### config.mk
export PLATFORM = sky130hd
export DESIGN_NAME = sprite_frame_deinterleave_top
export DESIGN_NICKNAME = d
export VERILOG_FILES = /design/src/sfd_pkg.sv /design/src/sfd_ingest.sv /design/src/sfd_emit_buf.sv /design/src/sprite_frame_deinterleave_top.sv
export SDC_FILE = /design/constraint.sdc
export NUM_CORES = 1
export LEC_CHECK = 0
export BUFFER_PORTS_ARGS = -buffer_cell sky130_fd_sc_hd__buf_2
export CAP_MARGIN = 15
export CORE_AREA = 2 2 233 258
export CTS_CLUSTER_DIAMETER = 100
export CTS_CLUSTER_SIZE = 14
export DETAILED_ROUTE_END_ITERATION = 10
export DIE_AREA = 0 0 235 260
export GPL_TIMING_DRIVEN = 0
export PLACE_DENSITY = 0.49
export SLEW_MARGIN = 20
export SYNTH_ARGS = -nofsm -noshare
export SYNTH_HDL_FRONTEND = slang
export SYNTH_SLANG_ARGS = --single-unit
export TNS_END_PERCENT = 50
### constraint.sdc
create_clock -name clk_i -period 7.6 [get_ports clk_i]
set_clock_uncertainty 0.1 [all_clocks]
set_input_delay 0.38 -clock clk_i [delete_from_list [all_inputs] [get_ports clk_i]]
set_output_delay 0.38 -clock clk_i [all_outputs]
set_load 0.03 [all_outputs]
### src/sfd_pkg.sv
`timescale 1ns / 1ps

package sfd_pkg;

  localparam int unsigned HdrLen   = 12;
  localparam int unsigned BlkLen   = 8;
  localparam int unsigned LenW     = 4;
  localparam int unsigned PaddrW   = 3;
  localparam int unsigned RowsW    = 15;
  localparam int unsigned BlocksW  = 14;

  localparam logic REG_CGA_MODE = 1'b0;

  typedef enum logic [1:0] {
    PH_HEADER,
    PH_BLOCK,
    PH_PASS
  } phase_e;

  typedef struct packed {
    logic [HdrLen-1:0][7:0] bytes;
    logic [LenW-1:0]        len;
    logic                   done;
  } grp_t;

endpackage

### src/sfd_ingest.sv
`timescale 1ns / 1ps

module sfd_ingest (
  input  logic          clk_i,
  input  logic          rst_ni,
  input  logic          cga_mode_i,
  input  logic          in_valid_i,
  input  logic [7:0]    data_byte_i,
  input  logic          frame_last_i,
  input  logic          can_load_i,
  output logic          in_stall_o,
  output logic          push_o,
  output sfd_pkg::grp_t grp_o
);

  logic [sfd_pkg::HdrLen-1:0][7:0] hdr_q;
  logic [sfd_pkg::BlkLen-1:0][7:0] blk_q;
  logic [sfd_pkg::LenW-1:0]        pos_q, pos_d;
  sfd_pkg::phase_e                 phase_q, phase_d;
  logic [sfd_pkg::RowsW-1:0]       rows_q, rows_d;
  logic [sfd_pkg::BlocksW-1:0]     bpr_q, bpr_d;
  logic [sfd_pkg::BlocksW-1:0]     bleft_q, bleft_d;

  logic [sfd_pkg::HdrLen-1:0][7:0] hcur, hx;
  logic [sfd_pkg::BlkLen-1:0][7:0] bcur, bq, bx;
  logic [15:0]                     v0, v2;
  logic [15:0]                     wq;
  logic                            swap_all, blk_go;
  logic                            hdr_full, blk_full, grp_evt, accept;
  logic [sfd_pkg::BlocksW-1:0]     bleft_dec;
  logic [sfd_pkg::RowsW-1:0]       rows_dec;

  always_comb begin
    for (int i = 0; i < sfd_pkg::HdrLen; i++) begin
      hcur[i] = (pos_q == i[sfd_pkg::LenW-1:0]) ? data_byte_i : hdr_q[i];
    end
    for (int i = 0; i < sfd_pkg::BlkLen; i++) begin
      bcur[i] = (pos_q[2:0] == i[2:0]) ? data_byte_i : blk_q[i];
    end
  end

  // header rewrite
  always_comb begin
    swap_all = !hcur[10][7] && ({hcur[10], hcur[11]} != 16'h0000);
    wq       = {hcur[8], hcur[9]};
    blk_go   = swap_all && (hcur[3][7:6] == 2'b00) && (wq[15:2] != '0);
    hx[10]   = hcur[11];
    hx[11]   = hcur[10];
    for (int k = 0; k < 5; k++) begin
      hx[2*k]   = swap_all ? hcur[2*k+1] : hcur[2*k];
      hx[2*k+1] = swap_all ? hcur[2*k]   : hcur[2*k+1];
    end
  end

  // block permute and CGA interleave
  always_comb begin
    bq[0] = bcur[0]; bq[1] = bcur[2]; bq[2] = bcur[4]; bq[3] = bcur[6];
    bq[4] = bcur[1]; bq[5] = bcur[3]; bq[6] = bcur[5]; bq[7] = bcur[7];
    for (int i = 0; i < 8; i++) begin
      v0[2*i+1] = bq[0][i];
      v0[2*i]   = bq[1][i];
      v2[2*i+1] = bq[4][i];
      v2[2*i]   = bq[5][i];
    end
    if (cga_mode_i) begin
      bx[0] = v0[7:0];  bx[1] = v0[15:8];
      bx[4] = v2[7:0];  bx[5] = v2[15:8];
      bx[2] = 8'h00; bx[3] = 8'h00; bx[6] = 8'h00; bx[7] = 8'h00;
    end else begin
      bx = bq;
    end
  end

  assign hdr_full  = (pos_q == sfd_pkg::LenW'(sfd_pkg::HdrLen - 1));
  assign blk_full  = (pos_q[2:0] == 3'(sfd_pkg::BlkLen - 1));
  assign bleft_dec = bleft_q - 1'b1;
  assign rows_dec  = rows_q - 1'b1;

  always_comb begin
    grp_o.bytes = '0;
    grp_o.len   = pos_q + 1'b1;
    grp_o.done  = frame_last_i;
    grp_evt     = 1'b1;
    case (phase_q)
      sfd_pkg::PH_HEADER: begin
        grp_evt     = hdr_full || frame_last_i;
        grp_o.bytes = hdr_full ? hx : hcur;
      end
      sfd_pkg::PH_BLOCK: begin
        grp_evt = blk_full || frame_last_i;
        grp_o.len = {1'b0, pos_q[2:0]} + 1'b1;
        for (int i = 0; i < sfd_pkg::BlkLen; i++) begin
          grp_o.bytes[i] = blk_full ? bx[i] : bcur[i];
        end
      end
      default: begin
        grp_o.bytes[0] = data_byte_i;
        grp_o.len      = sfd_pkg::LenW'(1);
      end
    endcase
  end

  assign in_stall_o = grp_evt && !can_load_i;
  assign accept     = in_valid_i && !in_stall_o;
  assign push_o     = accept && grp_evt;

  always_comb begin
    phase_d = phase_q;
    pos_d   = pos_q;
    rows_d  = rows_q;
    bpr_d   = bpr_q;
    bleft_d = bleft_q;
    case (phase_q)
      sfd_pkg::PH_HEADER: begin
        pos_d = grp_evt ? '0 : pos_q + 1'b1;
        if (hdr_full) begin
          phase_d = sfd_pkg::PH_PASS;
          if (blk_go) begin
            phase_d = sfd_pkg::PH_BLOCK;
            bpr_d   = wq[15:2];
            bleft_d = wq[15:2];
            rows_d  = {hcur[10][6:0], hcur[11]};
          end
        end
      end
      sfd_pkg::PH_BLOCK: begin
        pos_d = grp_evt ? '0 : pos_q + 1'b1;
        if (blk_full) begin
          bleft_d = bleft_dec;
          if (bleft_dec == '0) begin
            rows_d = rows_dec;
            if (rows_dec == '0) begin
              phase_d = sfd_pkg::PH_PASS;
            end else begin
              bleft_d = bpr_q;
            end
          end
        end
      end
      default: begin
        pos_d = '0;
      end
    endcase
    if (frame_last_i) begin
      phase_d = sfd_pkg::PH_HEADER;
      pos_d   = '0;
      rows_d  = '0;
      bpr_d   = '0;
      bleft_d = '0;
    end
  end

  always_ff @(posedge clk_i or negedge rst_ni) begin
    if (!rst_ni) begin
      phase_q <= sfd_pkg::PH_HEADER;
      pos_q   <= '0;
      rows_q  <= '0;
      bpr_q   <= '0;
      bleft_q <= '0;
    end else if (accept) begin
      phase_q <= phase_d;
      pos_q   <= pos_d;
      rows_q  <= rows_d;
      bpr_q   <= bpr_d;
      bleft_q <= bleft_d;
    end
  end

  always_ff @(posedge clk_i) begin
    if (accept && (phase_q == sfd_pkg::PH_HEADER)) begin
      hdr_q[pos_q] <= data_byte_i;
    end
    if (accept && (phase_q == sfd_pkg::PH_BLOCK)) begin
      blk_q[pos_q[2:0]] <= data_byte_i;
    end
  end

endmodule

### src/sfd_emit_buf.sv
`timescale 1ns / 1ps

module sfd_emit_buf (
  input  logic          clk_i,
  input  logic          rst_ni,
  input  logic          push_i,
  input  sfd_pkg::grp_t grp_i,
  input  logic          out_stall_i,
  output logic          can_load_o,
  output logic          out_valid_o,
  output logic [7:0]    out_byte_o,
  output logic          run_last_o,
  output logic          frame_done_o
);

  logic [sfd_pkg::HdrLen-1:0][7:0] buf_q;
  logic [sfd_pkg::LenW-1:0]        cnt_q;
  logic                            done_q;
  logic                            out_acc, one_left;

  assign one_left     = (cnt_q == sfd_pkg::LenW'(1));
  assign out_valid_o  = (cnt_q != '0);
  assign out_acc      = out_valid_o && !out_stall_i;
  assign can_load_o   = (cnt_q == '0) || (one_left && out_acc);
  assign out_byte_o   = buf_q[0];
  assign run_last_o   = one_left;
  assign frame_done_o = one_left && done_q;

  always_ff @(posedge clk_i or negedge rst_ni) begin
    if (!rst_ni) begin
      cnt_q  <= '0;
      done_q <= 1'b0;
    end else if (push_i) begin
      cnt_q  <= grp_i.len;
      done_q <= grp_i.done;
    end else if (out_acc) begin
      cnt_q  <= cnt_q - 1'b1;
    end
  end

  always_ff @(posedge clk_i) begin
    if (push_i) begin
      buf_q <= grp_i.bytes;
    end else if (out_acc) begin
      for (int i = 0; i < sfd_pkg::HdrLen - 1; i++) begin
        buf_q[i] <= buf_q[i+1];
      end
      buf_q[sfd_pkg::HdrLen-1] <= 8'h00;
    end
  end

endmodule

### src/sprite_frame_deinterleave_top.sv
`timescale 1ns / 1ps
// The first byte of a group is offered in the cycle after the beat that completes it.
// Input takes one beat per cycle unless stalled; results drain at one beat per cycle
// while out_stall_i is low, so input stalls only while a completed group waits for the
// output buffer to empty (after a header, when pixel blocks, a pass byte or a short
// frame follow it; none in steady block or pass traffic with the output unstalled).
// Reset: asynchronous, active low; header phase, empty buffer, cga_mode cleared.
module sprite_frame_deinterleave_top (
  input  logic                       clk_i,
  input  logic                       rst_ni,
  input  logic                       psel,
  input  logic                       penable,
  input  logic                       pwrite,
  input  logic [sfd_pkg::PaddrW-1:0] paddr,
  input  logic [31:0]                pwdata,
  output logic [31:0]                prdata,
  output logic                       pready,
  input  logic                       in_valid_i,
  output logic                       in_stall_o,
  input  logic [7:0]                 data_byte_i,
  input  logic                       frame_last_i,
  output logic                       out_valid_o,
  input  logic                       out_stall_i,
  output logic [7:0]                 out_byte_o,
  output logic                       run_last_o,
  output logic                       frame_done_o
);

  logic          cga_q;
  logic          sel_cga;
  logic          can_load, push;
  sfd_pkg::grp_t grp;

  assign pready  = 1'b1;
  assign sel_cga = (paddr[2] == sfd_pkg::REG_CGA_MODE);
  assign prdata  = sel_cga ? {31'b0, cga_q} : 32'h0;

  always_ff @(posedge clk_i or negedge rst_ni) begin
    if (!rst_ni) begin
      cga_q <= 1'b0;
    end else if (psel && penable && pwrite && pready && sel_cga) begin
      cga_q <= pwdata[0];
    end
  end

  sfd_ingest u_ingest (
    .clk_i        (clk_i),
    .rst_ni       (rst_ni),
    .cga_mode_i   (cga_q),
    .in_valid_i   (in_valid_i),
    .data_byte_i  (data_byte_i),
    .frame_last_i (frame_last_i),
    .can_load_i   (can_load),
    .in_stall_o   (in_stall_o),
    .push_o       (push),
    .grp_o        (grp)
  );

  sfd_emit_buf u_emit (
    .clk_i        (clk_i),
    .rst_ni       (rst_ni),
    .push_i       (push),
    .grp_i        (grp),
    .out_stall_i  (out_stall_i),
    .can_load_o   (can_load),
    .out_valid_o  (out_valid_o),
    .out_byte_o   (out_byte_o),
    .run_last_o   (run_last_o),
    .frame_done_o (frame_done_o)
  );

  a_done_is_run_end: assert property (@(posedge clk_i) disable iff (!rst_ni)
    (out_valid_o && frame_done_o) |-> run_last_o)
    else $error("frame_done without run_last");

  a_stall_needs_backlog: assert property (@(posedge clk_i) disable iff (!rst_ni)
    in_stall_o |-> out_valid_o)
    else $error("input stalled with empty output buffer");

  a_push_shows: assert property (@(posedge clk_i) disable iff (!rst_ni)
    push |=> out_valid_o)
    else $error("loaded group not offered");

endmodule
==> results.md, run 1 <==
* Area growth syn-to-layout at 12.4%
* Tmin final at 4.91 ns
* Adder-cell share of the synthesized area at 0.863%
* FMAX at 0.204 GHz
* Switching power share of the total at 40.2%
* CP Max Fanout at 46
* Total power draw at 6.60 mW
* Initial antenna violation count at 0
* Net Sw Power at 2.65 mW
* Die Span X at 235 um
* Yosys Warn Count at 0
* Pwr/cell area at 337 nW/um^2
* DRT iter0 DRCs at 1794
* First-pass GRT wire length at 101000 um
* Post-CTS Setup Bufs at 0
* Share of cells above drive strength 1 at 11.0%
* Fin. max-slew vios at 0
* Synth Area in XOR/XNOR at 0.755%
* Via/cell ratio at 5.74
* Vias in the first global route at 14.4k
* FFs w/ async S/R, synth at 17.7%
* Yosys top cell by area: edfxtp_1
* CTS buffer count at 26
* Commonest non-fill, non-tap cells in the layout: edfxtp_1, nand2_1, o21ai_0, clkbuf_1, nor2_1
* Initial core utilization at 29.8%
* Final ANT Viol Nets at 0
* Actual slew at the worst max-slew pin at 1.19 ns
* Status: complete, no violations
* Final Cycle Share at 64.6%
* Mux share of post-synthesis cell area at 7.81%
* GRT Residual Overflow at 0
* DR pass1 iterations at 6
* Clock power frac at 19.9%
* Synth Flop Type: edfxtp_1
* RSZ-0062 raised after global routing: no
* RD Place Congestion at 0.921
* CTS sink count at 311
* VDD IR max at 0.130 mV
* Fin Setup TNS at 0 ns
* DR WL/cell at 27.4 um
* Layout fillers at 5900
* Simple-gate share of the synthesized area at 13.0%
* DRT Wirelength at 69000 um
* Final hold vios at 0
* Syn Inst Count at 1647
* Largest family of logic cells by synthesized area: compound AO/OA/AOI/OAI gates
* # diodes at 0
* Final setup viols at 0
* H-tree levels at 1
* Ports at 96
* Netlist Area Pre-Place at 17400 um^2
* Vias at 14.5k
* Int Power at 3.95 mW
* Startpoint types: flip-flop
* Leakage Power at 7.08 nW
* Setup Crit Path Kind: flip-flop to flip-flop
* Detailed Place HPWL at 49500 um
* Largest cells by area after synthesis: edfxtp_1, dfrtp_1, mux2i_1
* Worst-path clk slew at 0.08 ns
* Chip Height at 260 um
* WP data required at 7.79 ns
* DIE AREA at 61100 um^2
* Maximum clock path buffer count at 3
* Final core utilization at 33.5%
* Max cap viols at 0
* Max_slew headroom at 20.4%
* Largest net degree at the start of global routing at 53
* CTS tree: built
* Combinational Power Share at 40.5%
* Critical path arrival at 5.10 ns
* GRT Total Usage at 22.1%
* Detailed-route DRC error count at 0
* NumNets Final at 1806
* Worst setup EP type: flip-flop
* Compound-gate portion of the synthesized area at 19.6%
* Core area at 58300 um^2
* # rows at 93
* Worst hold path class: input port to flip-flop
* Later-pin clock latency in the skew report at 0.59 ns
* Buffers on Ports at 30
* Root buffer cell: clkbuf_16
* Yosys reg bits at 311
* Sequential share of power at 39.5%
* EDFF count, synth at 256
* Synth top area share at 44.2%
* Synth cell types at 78
* Mean Syn Cell Area at 10.6 um^2
* Seq/Total Area, Yosys at 52.1%
* Leading cell type in the layout, fill and taps excluded: edfxtp_1
synth_stat cells, types with 13 or more instances:
master and instances:
nor2_1 121, o2111ai_1 15, o311ai_0 22, a31oi_1 41
mux2i_1 93, inv_1 34, a22o_1 44, nand2_1 173
o31ai_1 15, a211oi_1 27, o2bb2ai_1 14, buf_4 43
a32o_1 20, buf_2 22, nand3_1 41, mux2_2 28
o21ai_0 142, nor4_1 13, a21oi_1 42, dfrtp_1 55
edfxtp_1 256, nor3_1 37, clkbuf_1 110, o211ai_1 29
through the flow:
step | cell area, um^2 | std cells | hold WS (ns) | setup slack (ns)
after floorplan | 17500 | 1677 | -0.0156 | 2.51
after global placement | 18600 | 2467 | 0.394 | 0.0853
after detailed placement | 18700 | 2472 | 0.118 | 2.66
after CTS | 19500 | 2522 | 0.00470 | 2.68
after global routing | 19600 | 2523 | 0.0430 | 2.36
final | 19600 | 2523 | 0.0362 | 2.69
power by group through the flow:
stage,logic (mW),registers [mW],clock network (mW)
finish,2.68,2.61,1.32
global route,2.89,2.64,1.41
CTS,2.64,2.60,1.34
detailed placement,2.62,2.63,0
global placement,2.58,2.66,0
floorplan,1.76,2.55,0
per-layer routing:
metal | wire length [um] | up-vias | GRT usage (%)
li1 | - | 6404 | -
met1 | 29600 | 7245 | 29.8
met2 | 31900 | 700 | 36.2
met3 | 4510 | 127 | 2.70
met4 | 3020 | 0 | 9.30
met5 | 0 | - | 0
state kept, by name, indices dropped and copies added (netlist names):
name and cells:
u_emit.done_q 1, u_emit.out_byte_o 8, u_ingest.rows_q 15, cga_q 1, u_ingest.hdr_q 96, u_ingest.blk_q 64
u_ingest.pos_q 4, u_emit.buf_q 88, u_ingest.phase_q 2, u_ingest.bpr_q 14, u_ingest.bleft_q 14, u_emit.cnt_q 4
cell families (layout without fill, tap and decap cells):
family / count (synthesis) / count (layout)
multiplexers: 126 / 126
buffers and inverters: 220 / 306
XOR/XNOR: 15 / 15
adder cells (fa/ha/maj): 12 / 12
AND/OR/NAND/NOR: 476 / 476
other: 2 / 32
AO/OA/AOI/OAI: 485 / 485
flip-flops: 311 / 311
worst max-delay path: stages (launching register included):
cell	delay (ns)
dfrtp_1	0.53
ha_1	0.38
ha_1	0.20
clkbuf_1	0.42
nor4b_1	0.15
a31oi_1	0.36
o21ai_1	0.22
and2_1	0.23
clkbuf_1	0.18
o21ai_1	0.42
clkbuf_1	0.59
nand2_4	0.25
buf_16	0.28
buf_12	0.22
path summary, 6_finish.rpt:
kind | startpoint | end | slack, ns | depth (start not counted)
worst min register to register | u_ingest.bpr_q[2] | u_ingest.bpr_q[2] | 0.42 | 1
worst max register to register | u_ingest.pos_q[1] | u_emit.buf_q[60] | 2.69 | 13
worst min-delay path | in_valid_i | u_ingest.pos_q[3] | 0.04 | 3
max in group asynchronous | rst_ni | u_ingest.bpr_q[5] | 6.82 | 3
worst max-delay path | u_ingest.pos_q[1] | u_emit.buf_q[60] | 2.69 | 13
min in group asynchronous | rst_ni | u_emit.cnt_q[0] | 0.05 | 2
layout make-up:
class	count	area [um^2]	share of cell area, %
Timing Repair Buffer	38	274	1.40
Sequential cell	311	9060	46.3
Clock buffer	47	751	3.84
Inverter	34	128	0.653
Clock inverter	1	11.3	0.0576
Buffer	186	887	4.54
Tap cell	760	951	4.86
Multi-Input combinational cell	1146	7490	38.3
timing repair:
item	4_1_cts	5_1_grt
resized for setup	0	0
endpoints found under the hold margin	56	0
hold buffers	2	0
endpoints found under the setup margin	0	0
Note: power is estimated with default switching activity, not from simulation.
==> inputs of run 2 (changes only) <==
--- a/config.mk
+++ b/config.mk
@@ -13,7 +13,7 @@
 export DETAILED_ROUTE_END_ITERATION = 10
 export DIE_AREA = 0 0 235 260
 export GPL_TIMING_DRIVEN = 0
-export PLACE_DENSITY = 0.49
+export PLACE_DENSITY = 0.5
 export SLEW_MARGIN = 20
 export SYNTH_ARGS = -nofsm -noshare
 export SYNTH_HDL_FRONTEND = slang
==> constraint.sdc (replaced) <==
create_clock -name clk_i -period 4 [get_ports clk_i]
set_clock_uncertainty 0.1 [all_clocks]
set_input_delay 0.2 -clock clk_i [delete_from_list [all_inputs] [get_ports clk_i]]
set_output_delay 0.2 -clock clk_i [all_outputs]
set_load 0.03 [all_outputs]
==> run 2 against run 1 <==
  * Sequential power rose by 90%
  * First-iteration DRC count rose by 0.28%
  * Final area rose by 2.1%
  * Clock power rose by 90%
  * Combinational power rose by 95%
  * Wire length rose by 0.38%
  * Sequential share of layout area fell by 0.95 points
  * Final cell count rose by 0.48%
  * Global-route usage fell by 0.18 points
  * Largest cell class unchanged
==> results.md, run 2 (synthesized netlist as in run 1, its figures left out) <==
* Leading cell type in the layout, fill and taps excluded: edfxtp_1 (unchanged)
* Initial core utilization at 29.8% (unchanged)
* Max_slew headroom at 23.2% (was 20.4%)
* DRT iter0 DRCs at 1799 (was 1794)
* Stages on worst setup path at 8 (was 13)
* Slowest cell on the critical path: clkbuf_1 (unchanged)
* Tmin final at 3.87 ns (was 4.91 ns)
* Max FFs per register at 96 (unchanged)
* Crit-path cells: clkbuf_1, inv_1, nor2_1, clkbuf_1, clkbuf_1, nand3_1, nor3_4, buf_12 (was ha_1, ha_1, clkbuf_1, nor4b_1, a31oi_1, o21ai_1, and2_1, clkbuf_1, o21ai_1, clkbuf_1, nand2_4, buf_16, buf_12)
* Final core utilization at 34.3% (was 33.5%)
* WP data required at 4.19 ns (was 7.79 ns)
* Fin Setup TNS at 0 ns (unchanged)
* Share of cells above drive strength 1 at 14.3% (was 11.0%)
* Setup Crit Path Kind: flip-flop to flip-flop (unchanged)
* Critical Path Max Stage Delay at 0.59 ns (about the same)
* Reg with most FFs: u_ingest.hdr_q (unchanged)
* Worst hold path class: input port to asynchronous set/reset pin (was input port to flip-flop)
* Die Span X at 235 um (unchanged)
* Core area at 58300 um^2 (unchanged)
* DIE AREA at 61100 um^2 (unchanged)
* Final Cycle Share at 96.8% (was 64.6%)
* R2R cell count at 8 (was 13)
* Worst-path clk slew at 0.08 ns (about the same)
* Maximum clock path buffer count at 3 (unchanged)
* DRT Wirelength at 69300 um (was 69000 um)
* Largest net degree at the start of global routing at 43 (was 53)
* Final setup viols at 0 (unchanged)
* Chip Height at 260 um (unchanged)
* RD Place Congestion at 0.954 (was 0.921)
* Critical path arrival at 4.06 ns (was 5.10 ns)
* Startpoint types: flip-flop (unchanged)
* VDD IR max at 0.276 mV (was 0.130 mV)
* Buffers on Ports at 30 (unchanged)
* Via/cell ratio at 5.79 (was 5.74)
* Leakage Power at 7.15 nW (was 7.08 nW)
* Internal reg-to-reg setup slack at 0.13 ns (was 2.69 ns)
* NumNets Final at 1818 (was 1806)
* DR WL/cell at 27.3 um (was 27.4 um)
* GRT Residual Overflow at 0 (unchanged)
* Crit path launch: u_ingest.phase_q[0] (was u_ingest.pos_q[1])
* Root buffer cell: clkbuf_16 (unchanged)
* Final ANT Viol Nets at 0 (unchanged)
* Layout fillers at 5845 (was 5900)
* Status: complete, no violations (unchanged)
* Worst setup EP type: flip-flop (unchanged)
* Detailed-route DRC error count at 0 (unchanged)
* CP delay by family, top: buffers and inverters (unchanged)
* Total power draw at 12.7 mW (was 6.60 mW)
* # diodes at 0 (unchanged)
* Detailed Place HPWL at 49300 um (was 49500 um)
* Vias at 14.7k (was 14.5k)
* Cell Count Post-Placement at 2471 (was 2472)
* Worst Setup EP: u_ingest.blk_q[53] (was u_emit.buf_q[60])
* Non-Filler Instances at 2535 (was 2523)
* GRT Total Usage at 22.0% (was 22.1%)
* CTS tree: built (unchanged)
* First-pass GRT wire length at 99900 um (was 101000 um)
* H-tree levels at 1 (unchanged)
* Area growth syn-to-layout at 14.7% (was 12.4%)
* Commonest non-fill, non-tap cells in the layout: edfxtp_1, nand2_1, o21ai_0, clkbuf_1, nor2_1 (unchanged)
* DR pass1 iterations at 6 (unchanged)
* Max cap viols at 0 (unchanged)
* Actual slew at the worst max-slew pin at 1.15 ns (was 1.19 ns)
* Crit path top cell by count: clkbuf_1 (unchanged)
* RR Endpoint: u_ingest.blk_q[53] (was u_emit.buf_q[60])
* Critical path buffer and inverter count at 5 (unchanged)
* CTS buffer count at 26 (unchanged)
* Initial antenna violation count at 2 (was 0)
* # rows at 93 (unchanged)
* CTS sink count at 311 (unchanged)
* Vias in the first global route at 14.2k (was 14.4k)
* CP Max Fanout at 10 (was 46)
* Launching point of the worst reg2reg path: u_ingest.phase_q[0] (was u_ingest.pos_q[1])
* Fin. max-slew vios at 0 (unchanged)
* Final hold vios at 0 (unchanged)
* Later-pin clock latency in the skew report at 0.58 ns (was 0.59 ns)
* Pwr/cell area at 636 nW/um^2 (was 337 nW/um^2)
* FMAX at 0.258 GHz (was 0.204 GHz)
* Ports at 96 (unchanged)
## run 2: cell types whose count changed in the layout (fill, tap and decap cells not counted), moves of 6 or more
cell / previous run / this run
clkbuf_1: 130 / 114
mux2i_1: 93 / 78
clkbuf_2: 0 / 13
buf_4: 45 / 55
mux2i_4: 0 / 8
nor2_1: 121 / 113
mux2i_2: 0 / 7
nor2_2: 0 / 6
## run 2: layout make-up
cell class	count	area, um^2	area share, %
clock buffer	47	754	3.78
buffer	184	912	4.57
sequential	311	9070	45.4
tap	760	951	4.76
timing repair buffer	49	368	1.84
multi-input combinational	1149	7770	38.9
clock inverter	1	11.3	0.0564
inverter	34	131	0.658
## run 2: stage by stage
step | hold slack [ns] | setup slack, ns | cell area (um^2)
after global routing | 0.0958 | -0.000359 | 20000
after CTS | 0.0549 | -0.106 | 19700
final | 0.0503 | 0.129 | 20000
after global placement | 0.383 | -1.25 | 18600
after detailed placement | 0.00174 | -1.01 | 18700
after floorplan | -0.196 | 0.295 | 17500
## run 2: how the worst min path moves through the flow
stage,to,cells after the start
3_5_place_dp,cga_q,1
3_3_place_gp,u_emit.done_q,2
5_1_grt,u_emit.cnt_q[0],3
2_1_floorplan,cga_q,0
4_1_cts,u_ingest.bpr_q[2],3
6_report,u_emit.cnt_q[0],3
## run 2: metal layers
metal | vias to the layer above | share of wire (%) | track usage [%]
met1 | 7373 | 43 | 29.6
met2 | 748 | 46 | 36.1
met5 | - | 0 | 0
met3 | 119 | 7.4 | 2.84
met4 | 0 | 3.7 | 8.39
li1 | 6446 | - | -
## run 2: repair_timing
action                     CTS  global route
hold endpoints to repair    60             0
pin swaps                    2             2
setup buffers                3             6
hold buffers                 6             0
cloned                       3             0
gates resized for setup     35            52
setup endpoints to repair  353           354
## run 2: tightest hold or removal path, stage by stage
cell,delay [ns]
dlygate4sd3_1,0.53
buf_4,0.14
buf_16,0.22
## run 2: power breakdown
group          leakage [nW]  total (mW)  internal [mW]  switching, mW
sequential             3.12        4.96           4.52          0.438
clock                 0.366        2.51           1.27           1.23
combinational          3.66        5.23           1.77           3.46
==> inputs of run 3 (changes only) <==
--- a/config.mk
+++ b/config.mk
@@ -13,8 +13,8 @@
 export DETAILED_ROUTE_END_ITERATION = 10
 export DIE_AREA = 0 0 235 260
 export GPL_TIMING_DRIVEN = 0
-export PLACE_DENSITY = 0.5
-export SLEW_MARGIN = 20
+export HOLD_SLACK_MARGIN = 0.08
+export SLEW_MARGIN = 10
 export SYNTH_ARGS = -nofsm -noshare
 export SYNTH_HDL_FRONTEND = slang
 export SYNTH_SLANG_ARGS = --single-unit
==> run 3 against run 2 <==
  * Register-to-register slack worse by 0.05 ns
  * Largest cell class unchanged
  * Via count grew 0.45%
  * Flip-flop and latch count unchanged
==> results.md, run 3 (synthesized netlist as in run 1, its figures left out) <==
* Worst-path clk slew at 0.08 ns (about the same)
* Final setup viols at 0 (unchanged)
* Leakage Power at 7.11 nW (was 7.15 nW)
* First-pass GRT wire length at 96100 um (was 99900 um)
* DR WL/cell at 26.3 um (was 27.3 um)
* Chip Height at 260 um (unchanged)
* GRT Total Usage at 20.9% (was 22.0%)
* Final worst setup slack at 0.0783 ns (was 0.129 ns)
* Worst hold path class: input port to asynchronous set/reset pin (unchanged)
* GRT Residual Overflow at 0 (unchanged)
* CTS sink count at 311 (unchanged)
* H-tree levels at 1 (unchanged)
* Actual slew at the worst max-slew pin at 1.16 ns (was 1.15 ns)
* Largest net degree at the start of global routing at 56 (was 43)
* CTS buffer count at 26 (unchanged)
* Core area at 58300 um^2 (unchanged)
* RD Place Congestion at 0.970 (was 0.954)
* Leading cell type in the layout, fill and taps excluded: edfxtp_1 (unchanged)
* # diodes at 0 (unchanged)
* Initial core utilization at 29.8% (unchanged)
* DIE AREA at 61100 um^2 (unchanged)
* Fin. max-slew vios at 0 (unchanged)
* Cell Count Post-Placement at 2468 (was 2471)
* Design area at 19800 um^2 (was 20000 um^2)
* CTS tree: built (unchanged)
* Die Span X at 235 um (unchanged)
* NumNets Final at 1809 (was 1818)
* Commonest non-fill, non-tap cells in the layout: edfxtp_1, nand2_1, o21ai_0, nor2_1, clkbuf_1 (was edfxtp_1, nand2_1, o21ai_0, clkbuf_1, nor2_1)
* VDD IR max at 0.362 mV (was 0.276 mV)
* Total power draw at 12.7 mW (about the same)
* Max cap viols at 0 (unchanged)
* DR pass1 iterations at 6 (unchanged)
* Initial antenna violation count at 1 (was 2)
* Reg with most FFs: u_ingest.hdr_q (unchanged)
* Post-DP Area at 18700 um^2 (about the same)
* Reg area at 9070 um^2 (unchanged)
* Pwr/cell area at 640 nW/um^2 (was 636 nW/um^2)
* Share of cells above drive strength 1 at 13.7% (was 14.3%)
* DRT Wirelength at 66300 um (was 69300 um)
* Tmin final at 3.92 ns (was 3.87 ns)
* Dpl ws at -1.26 ns (was -1.01 ns)
* DRT iter0 DRCs at 1885 (was 1799)
* Multi-input gate area at 7690 um^2 (was 7770 um^2)
* Setup Crit Path Kind: flip-flop to flip-flop (unchanged)
* Maximum clock path buffer count at 3 (unchanged)
* Layout fillers at 5832 (was 5845)
* Later-pin clock latency in the skew report at 0.58 ns (about the same)
* FMAX at 0.255 GHz (was 0.258 GHz)
* Max_slew headroom at 22.4% (was 23.2%)
* # rows at 93 (unchanged)
* Detailed Place HPWL at 46300 um (was 49300 um)
* Worst setup EP type: flip-flop (unchanged)
* Internal reg-to-reg setup slack at 0.08 ns (was 0.13 ns)
* Vias at 14.8k (was 14.7k)
* Vias in the first global route at 14.2k (about the same)
* Final hold vios at 0 (unchanged)
* Critical path arrival at 4.16 ns (was 4.06 ns)
* Buffers on Ports at 30 (unchanged)
* Non-Filler Instances at 2515 (was 2535)
* Via/cell ratio at 5.87 (was 5.79)
* Ports at 96 (unchanged)
* Final ANT Viol Nets at 0 (unchanged)
* Status: complete, no violations (unchanged)
* Root buffer cell: clkbuf_16 (unchanged)
* Area growth syn-to-layout at 13.6% (was 14.7%)
* Final core utilization at 33.9% (was 34.3%)
* Final Cycle Share at 98.0% (was 96.8%)
* CP Max Fanout at 10 (unchanged)
* Startpoint types: flip-flop (unchanged)
* Max FFs per register at 96 (unchanged)
* Detailed-route DRC error count at 0 (unchanged)
* WP data required at 4.24 ns (was 4.19 ns)
## run 3: layout make-up
cell class	count	area share [%]
flip-flops and latches	311	45.8
multi-input cells	1147	38.9
well taps	760	4.81
plain buffers	184	4.61
clock buffers	35	3.57
repair buffers	42	1.42
inverters	34	0.664
clock inverters	2	0.196
## run 3: worst paths after layout
check	depth (start not counted)	startpoint	end
min in group clk_i	1	data_byte_i[2]	u_ingest.blk_q[42]
worst max register to register	12	u_ingest.pos_q[0]	u_emit.buf_q[38]
max in group asynchronous	2	rst_ni	u_ingest.pos_q[0]
worst min-delay path	2	rst_ni	u_ingest.rows_q[11]
worst min register to register	2	u_emit.done_q	u_emit.done_q
worst max-delay path	12	u_ingest.pos_q[0]	u_emit.buf_q[38]
## run 3: metrics by stage
| stage | hold slack [ns] | TNS [ns] |
|---|---|---|
| 6_report | 0.157 | 0 |
| 5_1_grt | 0.186 | -0.104 |
| 4_1_cts | 0.163 | -3.77 |
| 3_5_place_dp | 0.246 | -213.99 |
| 3_3_place_gp | 0.377 | -224.10 |
| 2_1_floorplan | -0.196 | 0 |
## run 3: metal layers
layer  share of wire (%)  vias to the layer above  track usage, %
met5               0.018                        -               0
met4                 5.1                        2            9.90
met3                 9.5                      200            3.80
met2                  46                      893            33.7
met1                  40                     7252            27.2
li1                    -                     6405               -
## run 3: timing repair
item	CTS	global route
pin swaps	3	1
endpoints found under the setup margin	374	303
gates resized for setup	25	57
gates cloned	1	0
hold buffers	8	0
endpoints found under the hold margin	70	0
buffers inserted	1	1
## run 3: worst max-delay path: stages (launching register included)
cell      delay (ns)
dfrtp_2         0.46
inv_1           0.19
ha_1            0.34
nand3b_1        0.18
clkbuf_4        0.26
mux2i_2         0.33
nand2_4         0.20
or2_2           0.31
buf_2           0.16
buf_2           0.23
o311ai_0        0.38
o21ai_0         0.26
a22o_1          0.27
## run 3: report_power, final
part | switching (mW) | internal (mW)
combinational | 3.45 | 1.75
sequential | 0.440 | 4.52
clock | 1.22 | 1.29
